`src/sv/nss_pkg.sv`:
```
// shared types and constants for the brute-force substring search block
// no dependencies; imported by the top level and its checker

package nss_pkg;

   // request modes
   localparam logic [1:0] MODE_TEXT    = 2'd0;
   localparam logic [1:0] MODE_PATTERN = 2'd1;
   localparam logic [1:0] MODE_SEARCH  = 2'd2;

   localparam int POS_W = 7;

   typedef struct packed {
      logic [1:0] mode;
      logic [7:0] char_in;
   } req_type;

   typedef struct packed {
      logic             found;
      logic [POS_W-1:0] match_position;
      logic             overflowed;
   } rsp_type;

   typedef enum logic {
      ST_IDLE,
      ST_SEARCH
   } search_state_type;

endpackage

```
`src/sv/naive_substring_search.sv`:
```
// brute-force substring search: text and pattern loaded a character per beat into
// two synchronous memories, one compare step per cycle; uses nss_pkg
// appends are registered into the memories and lengths; a search beat gives its result
// beat after its compare steps (at most about text_len * pattern_len), from a result register
// throughput: one append per cycle; no beat is taken while a search runs
// reset: synchronous, clears lengths, overflow flag, state and result valid;
// memory contents are not cleared and are only read below the written length

module naive_substring_search #(
   parameter int MAX_LEN = 128
) (
   input  logic             clock,
   input  logic             reset,
   input  logic             req_valid,
   output logic             req_stall,
   input  nss_pkg::req_type req_data,
   output logic             rsp_valid,
   input  logic             rsp_stall,
   output nss_pkg::rsp_type rsp_data
);
   import nss_pkg::*;

   localparam int LEN_W = $clog2(MAX_LEN + 1);
   localparam int IDX_W = (MAX_LEN > 1) ? $clog2(MAX_LEN) : 1;

   // character stores, one write port (append) and one registered read port each
   logic [7:0] text_mem [MAX_LEN];
   logic [7:0] pat_mem  [MAX_LEN];
   logic [7:0] text_rd_ff;
   logic [7:0] pat_rd_ff;

   search_state_type state_ff, state_in;

   logic [LEN_W-1:0] tlen_ff, tlen_in;
   logic [LEN_W-1:0] plen_ff, plen_in;
   logic             ovf_ff, ovf_in;
   // search cursors: text index and pattern index
   logic [LEN_W-1:0] ti_ff, ti_in;
   logic [LEN_W-1:0] pj_ff, pj_in;

   logic    rsp_valid_ff, rsp_valid_in;
   rsp_type rsp_data_ff, rsp_data_in;

   logic req_fire;
   logic search_live;
   logic rsp_free;
   logic text_wr;
   logic pat_wr;

   assign req_fire    = req_valid && !req_stall;
   // loop runs while both cursors are inside their strings
   assign search_live = (ti_ff < tlen_ff) && (pj_ff < plen_ff);
   // result register can take a new beat this cycle
   assign rsp_free    = !rsp_valid_ff || !rsp_stall;

   // next state
   always_comb begin
      state_in = state_ff;
      unique case (state_ff)
         ST_IDLE: begin
            if (req_fire && req_data.mode == MODE_SEARCH) begin
               state_in = ST_SEARCH;
            end
         end
         ST_SEARCH: begin
            if (!search_live && rsp_free) begin
               state_in = ST_IDLE;
            end
         end
         default: state_in = ST_IDLE;
      endcase
   end

   // outputs and datapath
   always_comb begin
      req_stall    = 1'b1;
      text_wr      = 1'b0;
      pat_wr       = 1'b0;
      ti_in        = ti_ff;
      pj_in        = pj_ff;
      tlen_in      = tlen_ff;
      plen_in      = plen_ff;
      ovf_in       = ovf_ff;
      rsp_data_in  = rsp_data_ff;
      rsp_valid_in = rsp_valid_ff && rsp_stall;

      unique case (state_ff)
         ST_IDLE: begin
            req_stall = 1'b0;
            // cursors start at zero so the first reads are in flight on entry
            ti_in     = '0;
            pj_in     = '0;
            if (req_fire) begin
               priority if (req_data.mode == MODE_TEXT) begin
                  if (tlen_ff < LEN_W'(MAX_LEN)) begin
                     text_wr = 1'b1;
                     tlen_in = tlen_ff + LEN_W'(1);
                  end else begin
                     ovf_in = 1'b1;
                  end
               end else if (req_data.mode == MODE_PATTERN) begin
                  if (plen_ff < LEN_W'(MAX_LEN)) begin
                     pat_wr  = 1'b1;
                     plen_in = plen_ff + LEN_W'(1);
                  end else begin
                     ovf_in = 1'b1;
                  end
               end else begin
                  // search starts next cycle; unused mode does nothing
               end
            end
         end
         ST_SEARCH: begin
            if (search_live) begin
               if (text_rd_ff == pat_rd_ff) begin
                  ti_in = ti_ff + LEN_W'(1);
                  pj_in = pj_ff + LEN_W'(1);
               end else begin
                  // back up to one past the start of this attempt
                  ti_in = ti_ff - pj_ff + LEN_W'(1);
                  pj_in = '0;
               end
            end else if (rsp_free) begin
               rsp_valid_in               = 1'b1;
               rsp_data_in.found          = (pj_ff == plen_ff);
               rsp_data_in.match_position = (pj_ff == plen_ff)
                                            ? POS_W'(ti_ff - plen_ff) : '0;
               rsp_data_in.overflowed     = ovf_ff;
               tlen_in                    = '0;
               plen_in                    = '0;
               ovf_in                     = 1'b0;
            end
         end
         default: begin
            req_stall = 1'b1;
         end
      endcase
   end

   // memories: append writes, reads addressed by next cursor values
   always_ff @(posedge clock) begin
      if (text_wr) begin
         text_mem[tlen_ff[IDX_W-1:0]] <= req_data.char_in;
      end
      if (pat_wr) begin
         pat_mem[plen_ff[IDX_W-1:0]] <= req_data.char_in;
      end
      text_rd_ff <= text_mem[ti_in[IDX_W-1:0]];
      pat_rd_ff  <= pat_mem[pj_in[IDX_W-1:0]];
   end

   // control registers
   always_ff @(posedge clock) begin
      if (reset) begin
         state_ff     <= ST_IDLE;
         tlen_ff      <= '0;
         plen_ff      <= '0;
         ovf_ff       <= 1'b0;
         rsp_valid_ff <= 1'b0;
      end else begin
         state_ff     <= state_in;
         tlen_ff      <= tlen_in;
         plen_ff      <= plen_in;
         ovf_ff       <= ovf_in;
         rsp_valid_ff <= rsp_valid_in;
      end
   end

   // payload registers
   always_ff @(posedge clock) begin
      ti_ff       <= ti_in;
      pj_ff       <= pj_in;
      rsp_data_ff <= rsp_data_in;
   end

   assign rsp_valid = rsp_valid_ff;
   assign rsp_data  = rsp_data_ff;

endmodule

```
`config.mk`:
```
export PLATFORM = sky130hd
export DESIGN_NAME = naive_substring_search
export DESIGN_NICKNAME = d
export VERILOG_FILES = /design/src/sv/nss_pkg.sv /design/src/sv/naive_substring_search.sv
export SDC_FILE = /design/constraint.sdc
export NUM_CORES = 2
export LEC_CHECK = 0
export ABC_AREA = 1
export CORE_ASPECT_RATIO = 1.1
export CORE_MARGIN = 2
export CORE_UTILIZATION = 60
export DETAILED_ROUTE_END_ITERATION = 10
export DONT_BUFFER_PORTS = 1
export GPL_ROUTABILITY_DRIVEN = 0
export MAX_ROUTING_LAYER = met4
export PLACE_DENSITY = 0.76
export REMOVE_ABC_BUFFERS = 1
export SETUP_SLACK_MARGIN = 0.05
export SYNTH_ARGS = -nofsm -noshare
export SYNTH_HDL_FRONTEND = slang
export SYNTH_SLANG_ARGS = --single-unit
export TNS_END_PERCENT = 1
```
`constraint.sdc`:
```
create_clock -name clock -period 3.2 [get_ports clock]
set_input_delay 0.32 -clock clock [delete_from_list [all_inputs] [get_ports clock]]
set_output_delay 0.32 -clock clock [all_outputs]
set_load 0.01 [all_outputs]
```
# Yosys cells after proc, flatten, opt, wreduce, memory -nomap -nowiden
# Memories as Yosys holds them, arrays and structs flattened. A register that Yosys moved wholly into a read port is not among the register bits.
# Index checks and enable logic that the tools add are counted.
dict set report classes {
  add_sub_neg 7
  magnitude_cmp 4
  eq_ne 16
  n_mux 45
  n_bitwise 2
  reduce_logical 14
}
# op n
set ops {}
lappend ops {{$mux 8} 13}
lappend ops {{$pmux 8 s2} 4}
lappend ops {{$add 8x1->8 const B} 5}
lappend ops {{$mux 1} 26}
lappend ops {{$eq 8x8->1} 2}
lappend ops {{$lt 8x8->1} 2}
lappend ops {{$lt 8x8->1 const B} 2}
lappend ops {{$ne 2x1->1 const B} 6}
lappend ops {{$reduce_and 6->1} 2}
lappend ops {{$sub 8x8->8} 1}
lappend ops {{$sub 7x7->7} 1}
lappend ops {{$ne 2x2->1 const B} 3}
lappend ops {{$ne 3x3->1 const B} 2}
lappend ops {{$logic_and 1x1->1} 5}
lappend ops {{$reduce_and 5->1} 1}
lappend ops {{$pmux 1 s2} 2}
lappend ops {{$logic_not 1->1} 3}
lappend ops {{$ne 3x1->1 const B} 1}
lappend ops {{$reduce_and 3->1} 1}
lappend ops {{$eq 2x1->1 const B} 1}
lappend ops {{$eq 2x2->1 const B} 1}
lappend ops {{$logic_not 2->1} 1}
lappend ops {{$not 1->1} 2}
lappend ops {{$logic_or 1x1->1} 1}
dict set report word_totals {
  reg_bits 44
  mem_bits_rw 2048
  in_bits 14
  output_inout_bits 11
  wordCells 102
  mem_count 2
}
# memory words word_bits read_ports rd_clocked_by_memory_dff write_ports line_no
set mem_list {}
lappend mem_list {pat_mem 128 8 1 1 1 naive_substring_search.sv:28} ;# logic [7:0] pat_mem [MAX_LEN];
lappend mem_list {text_mem 128 8 1 1 1 naive_substring_search.sv:27} ;# logic [7:0] text_mem [MAX_LEN];

# Depth between registers and ports, before layout
dict set report depth {
  ltp_word 8
  ltp_mapped 25
}

# Least setup slack after synthesis
# No wires, ideal clock.
dict set report synth_timing {
  kind {reg-to-reg}
  from {register ti_ff[1]}
  to {register text_rd_ff[6] (read register of text_mem)}
  setup_ns 0.113
  t_arrival_ns 2.835
  t_required_ns 3.087
  slack_ns 0.252
  path_stages_with_launch 20
  n_path_buf 2
  synth_period_minus_slack_ns 2.948
  cell_sequence {dfxtp_1 -> inv_1 -> ha_1 -> inv_1 -> ha_1 -> fa_1 -> a21oi_1 -> nor2_1 -> nor2_1 -> nand2_1 -> a32o_1 -> nand2_1 -> o21a_1 -> buf_2 -> clkinv_1 -> buf_2 -> nand3_1 -> nand2_1 -> nand2_1 -> nand2_1}
}
dict set report synth_via {
  elab_chain_cells 5
  elab_cells_between_ends 8
}
# item line_no
set synth_lines {}
lappend synth_lines {{start: declaration} naive_substring_search.sv:38} ;# logic [LEN_W-1:0] ti_ff, ti_in;
lappend synth_lines {{start signal: assignment} naive_substring_search.sv:171} ;# ti_ff <= ti_in;
lappend synth_lines {{$sub 8x8->8} naive_substring_search.sv:120} ;# ti_in = ti_ff - pj_ff + LEN_W'(1);
lappend synth_lines {{$add 8x1->8} naive_substring_search.sv:120}
lappend synth_lines {{$mux 8} naive_substring_search.sv:115} ;# if (text_rd_ff == pat_rd_ff) begin
lappend synth_lines {{$mux 8 (*)} naive_substring_search.sv:114} ;# if (search_live) begin
lappend synth_lines {{$pmux 8 s2 (*)} naive_substring_search.sv:87} ;# unique case (state_ff)
lappend synth_lines {{net ti_in[5]} naive_substring_search.sv:38}
lappend synth_lines {{end: declaration} naive_substring_search.sv:29} ;# logic [7:0] text_rd_ff;
# The timed path passes the listed nets; every way through them passes the cells marked *. The select of a mux whose other input is x is not followed.
# A chain may end at the register's enable or synchronous reset.

# Worst setup path in the final report
dict set report layout_timing {
  from {register ti_ff[1]}
  to {register text_rd_ff[5] (read register of text_mem)}
}
dict set report layout_via {
  elab_chain_cells 5
  elab_cells_between_ends 8
}
# item line_no
set layout_lines {}
lappend layout_lines {{$sub 8x8->8} naive_substring_search.sv:120}
lappend layout_lines {{$add 8x1->8} naive_substring_search.sv:120}
lappend layout_lines {{$mux 8} naive_substring_search.sv:115}
lappend layout_lines {{$mux 8 (*)} naive_substring_search.sv:114}
lappend layout_lines {{$pmux 8 s2 (*)} naive_substring_search.sv:87}
# Mark *: on every way between the ends. The rest lies on a longest branch, timed or not. The select of a mux whose other input is x is not followed.

==> impl_metrics.toml <==
[outcome]
outcome = "complete, but fails checks"
violations = "hold timing, setup timing"

[finish]
syn2layout_area_growth_pct = 14.60
fin_cells = 11490
drive_gt1_frac = 0.1026
finish.utilization = 0.6925
stdcell_area_um2 = 106600
nets = 9304

[yosys]
synthAdderAreaFrac = 0.005540
ys_async_sr_fraction = 0
synth_compound_area_frac = 0.009857
synth.area.mux_share = 0
synth.top_cell.area_share = 0.6645
ys.flop_type = "edfxtp_1"
netlist_instances = 9088
yosys-top-cells-area = "edfxtp_1 (66%), nand2_1 (10%), nand3_1 (9.2%)"
synth-xor-area-share = 0.001035
synth-edff-count = 2059
netlist_area_um2 = 93050
yosys_warnings = 0
yosysTopAreaCell = "edfxtp_1"
avgSynthCellArea_um2 = 10.24
synth_top_family_by_area = "simple AND/OR/NAND/NOR gates"
seq_area_frac_synth = 0.6750
ys_types = 50
synthSimpleGateAreaFrac = 0.2197
ys_ff_latch = 2108

[detailed_routing]
drt_first_pass_iters = 7
drt_wl_total_um = 257100
antenna_left = 0
drc = 0
first_iter_violations = 9380
avgViaCountPerCell = 5.867
vias = 67410
wl_per_cell_um = 22.37

[worst_hold_path]
holdCritPathClass = "in -> reg"

[setup_path]
cp.depth = 20
crit_chain = "inv_1, ha_1, inv_1, ha_2, fa_1, nand2_1, nand2_1, a22oi_2, buf_4, buf_12, inv_12, buf_16, buf_12, nand3_1, nand3_1, nand3_4, nand3_2, nand2_1, nand2_1, nand2_1"
rr_endpoint = "text_rd_ff[5]"
end_kind = "register"
cp_common_cell = "nand2_1"
critPathTopFamily = "adder cells"
crit_arrival_ns = 4.03
critPathLaunch = "ti_ff[1]"
rrSetupSlack_ns = -0.09
critPathLaunchType = "register"
path_class = "reg -> reg"
r2r_start = "ti_ff[1]"
worst_path_max_delay_cell = "fa_1"
ff2ff_path_depth = 20
crit_path_max_fanout = 13
path_buf_inv = 7
cp.required_ns = 3.94
timing.critical_path.slowest_cell_delay_ns = 0.54
crit_path_end = "text_rd_ff[5]"

[timing]
grt_setup_unrepaired = "yes"
final.setup.tns_ns = -0.9373
fin_hold_ws_ns = -0.4192
fin_ws_ns = -0.08921
finalHoldViolCount = 1868
maxSlewViolCount = 0
slew_headroom = 0.3980
finalCritPeriodShare = 1.028
fmax_mhz = 304.0
worstMarginPinSlew_ns = 0.8962
setup_viol_count_final = 35
fin_crit_ns = 3.289
finalClockSkew_ns = 0.05084

[power]
p_comb_frac = 0.009
p_sw_frac = 0.1963
seqPwrFrac = 0.560
ir_drop_uv = 523.6
switchingPower_mw = 10.62
power.internal_mw = 43.49
fin_total_pwr_mw = 54.11
pwr_density_cell_nw_per_um2 = 507.4
leakage_nw = 44.14
clkPwrFrac = 0.431

[clock_tree]
cts_hold_buffers = 6
cts_tree = "done"
htree_levels = 4
root_buffer = "clkbuf_16"
cts_sinks = 2108
numCtsBuffers = 199
clkTransAtPathRegs_ns = 0.06
clockBufferDepth = 3
clk_latency_ns = 0.86

[placed_design]
dp_hpwl_um = 145700
pre_cts_ws_ns = -0.3627
port_buffers = 0
dp.cells = 11050
dpl_cell_area_um2 = 97520

[run]
max_cap_violations = 0

[global_route]
grt_pass1_wl_um = 383900
grt_overflow = 0
grt_max_degree = 257
gr-usage-all-layers = 0.3319
antenna_found_initial = 3
grt_pass1_vias = 66360

[floorplanning]
num_io_pins = 25
initial_core_util = 0.6043
row_count = 151
dieHeight_um = 417.0
core_area_um2 = 154000
dieArea_um2 = 158300
die-width_um = 379.5
[routing by layer]
metal	routed length, um	vias to the layer above	part of all wire	track usage
li1	-	30260	-	-
met1	88750	31740	0.35	0.3954
met2	122500	4369	0.48	0.5251
met3	27980	1053	0.11	0.06423
met4	17840	0	0.069	0.2007
met5	0	-	0	-
[registers in the layout (all words and copies together), names as in the netlist]
signal / count
text_rd_ff: 8
pat_mem: 1024
text_mem: 1024
pat_rd_ff: 8
rsp_data: 9
ovf_ff: 1
rsp_valid: 1
ti_ff: 8
pj_ff: 8
state_ff: 1
tlen_ff: 8
plen_ff: 8
[area by class of cell]
cell class	instances	area, um^2
diodes	4	10.01
clock buffers	253	5358
clock inverters	119	1059
fillers	10330	47340
inverters	1555	5877
multi-input cells	4939	23180
flip-flops and latches	2108	62820
well taps	2065	2584
repair buffers	447	5748
[power groups by stage]
stage          Combinational, mW  Clock (mW)  Sequential [mW]
4_1_cts                    0.456        23.4             30.3
3_3_place_gp               0.409           0             30.9
2_1_floorplan              0.248           0             30.9
3_5_place_dp               0.416           0             30.9
6_report                   0.482        23.3             30.3
5_1_grt                    0.507        24.5             30.3
[how the worst min path moves through the flow]
stage	startpoint	end	depth (start not counted)
floorplan	reset	rsp_valid	1
global placement	reset	tlen_ff[1]	1
detailed placement	reset	tlen_ff[1]	1
CTS	req_data[1]	text_mem[39][1]	0
global route	req_data[1]	text_mem[39][1]	0
finish	req_data[1]	text_mem[38][1]	0
[synthesized netlist by cell type, types with 2 or more instances]
master     instances
nand2_1         2566
edfxtp_1        2059
nand3_1         1705
inv_1           1544
buf_2            323
nor2_1           297
nand4_1          141
clkbuf_1         107
dfxtp_1           49
o211ai_1          49
o21ai_0           40
ha_1              38
a21oi_1           29
buf_1             25
buf_6             23
nor3_1            12
buf_4              8
inv_2              7
xor2_1             6
xnor2_1            5
clkinv_1           4
nand2_2            4
nand2_4            4
nor2_2             4
o21a_1             4
a211oi_1           3
a22oi_1            3
nor4_1             3
a2111oi_0          2
fa_1               2
nand3_2            2
nand3b_1           2
[placed cells by master, fill, tap and decap left out, drive strengths merged, types with 3 or more instances in the layout]
cell type    instances
bufinv              15
xnor2                5
xor2                 6
diode                4
nor4                 3
ha                  38
dfxtp               49
clkinvlp             4
nand3             1708
o21ai               42
nor2               302
nand2             2574
nand4              141
a22oi                4
dlygate4sd3          6
o211ai              49
inv               1556
edfxtp            2059
a21oi               29
bufbuf               8
nor3                12
a211oi               3
clkinv              99
o21a                 4
buf                424
clkbuf             262
[what timing repair did]
action                                  CTS  global route
pin swaps                                25            35
setup endpoints to repair                17           171
gates cloned                             17             9
endpoints found under the hold margin  2062          2048
setup buffers                            30             6
gates resized for setup                 179           138
[cells by family after synthesis]
kind of cell	Yosys count
buffers and inverters	2041
DFF	2108
and+or+nand+nor	4746
adders and majority gates	40
xor gates and xnor gates	11
AOI/OAI and AO/OA	142
No activity file was read; power rests on OpenSTA's default activity.
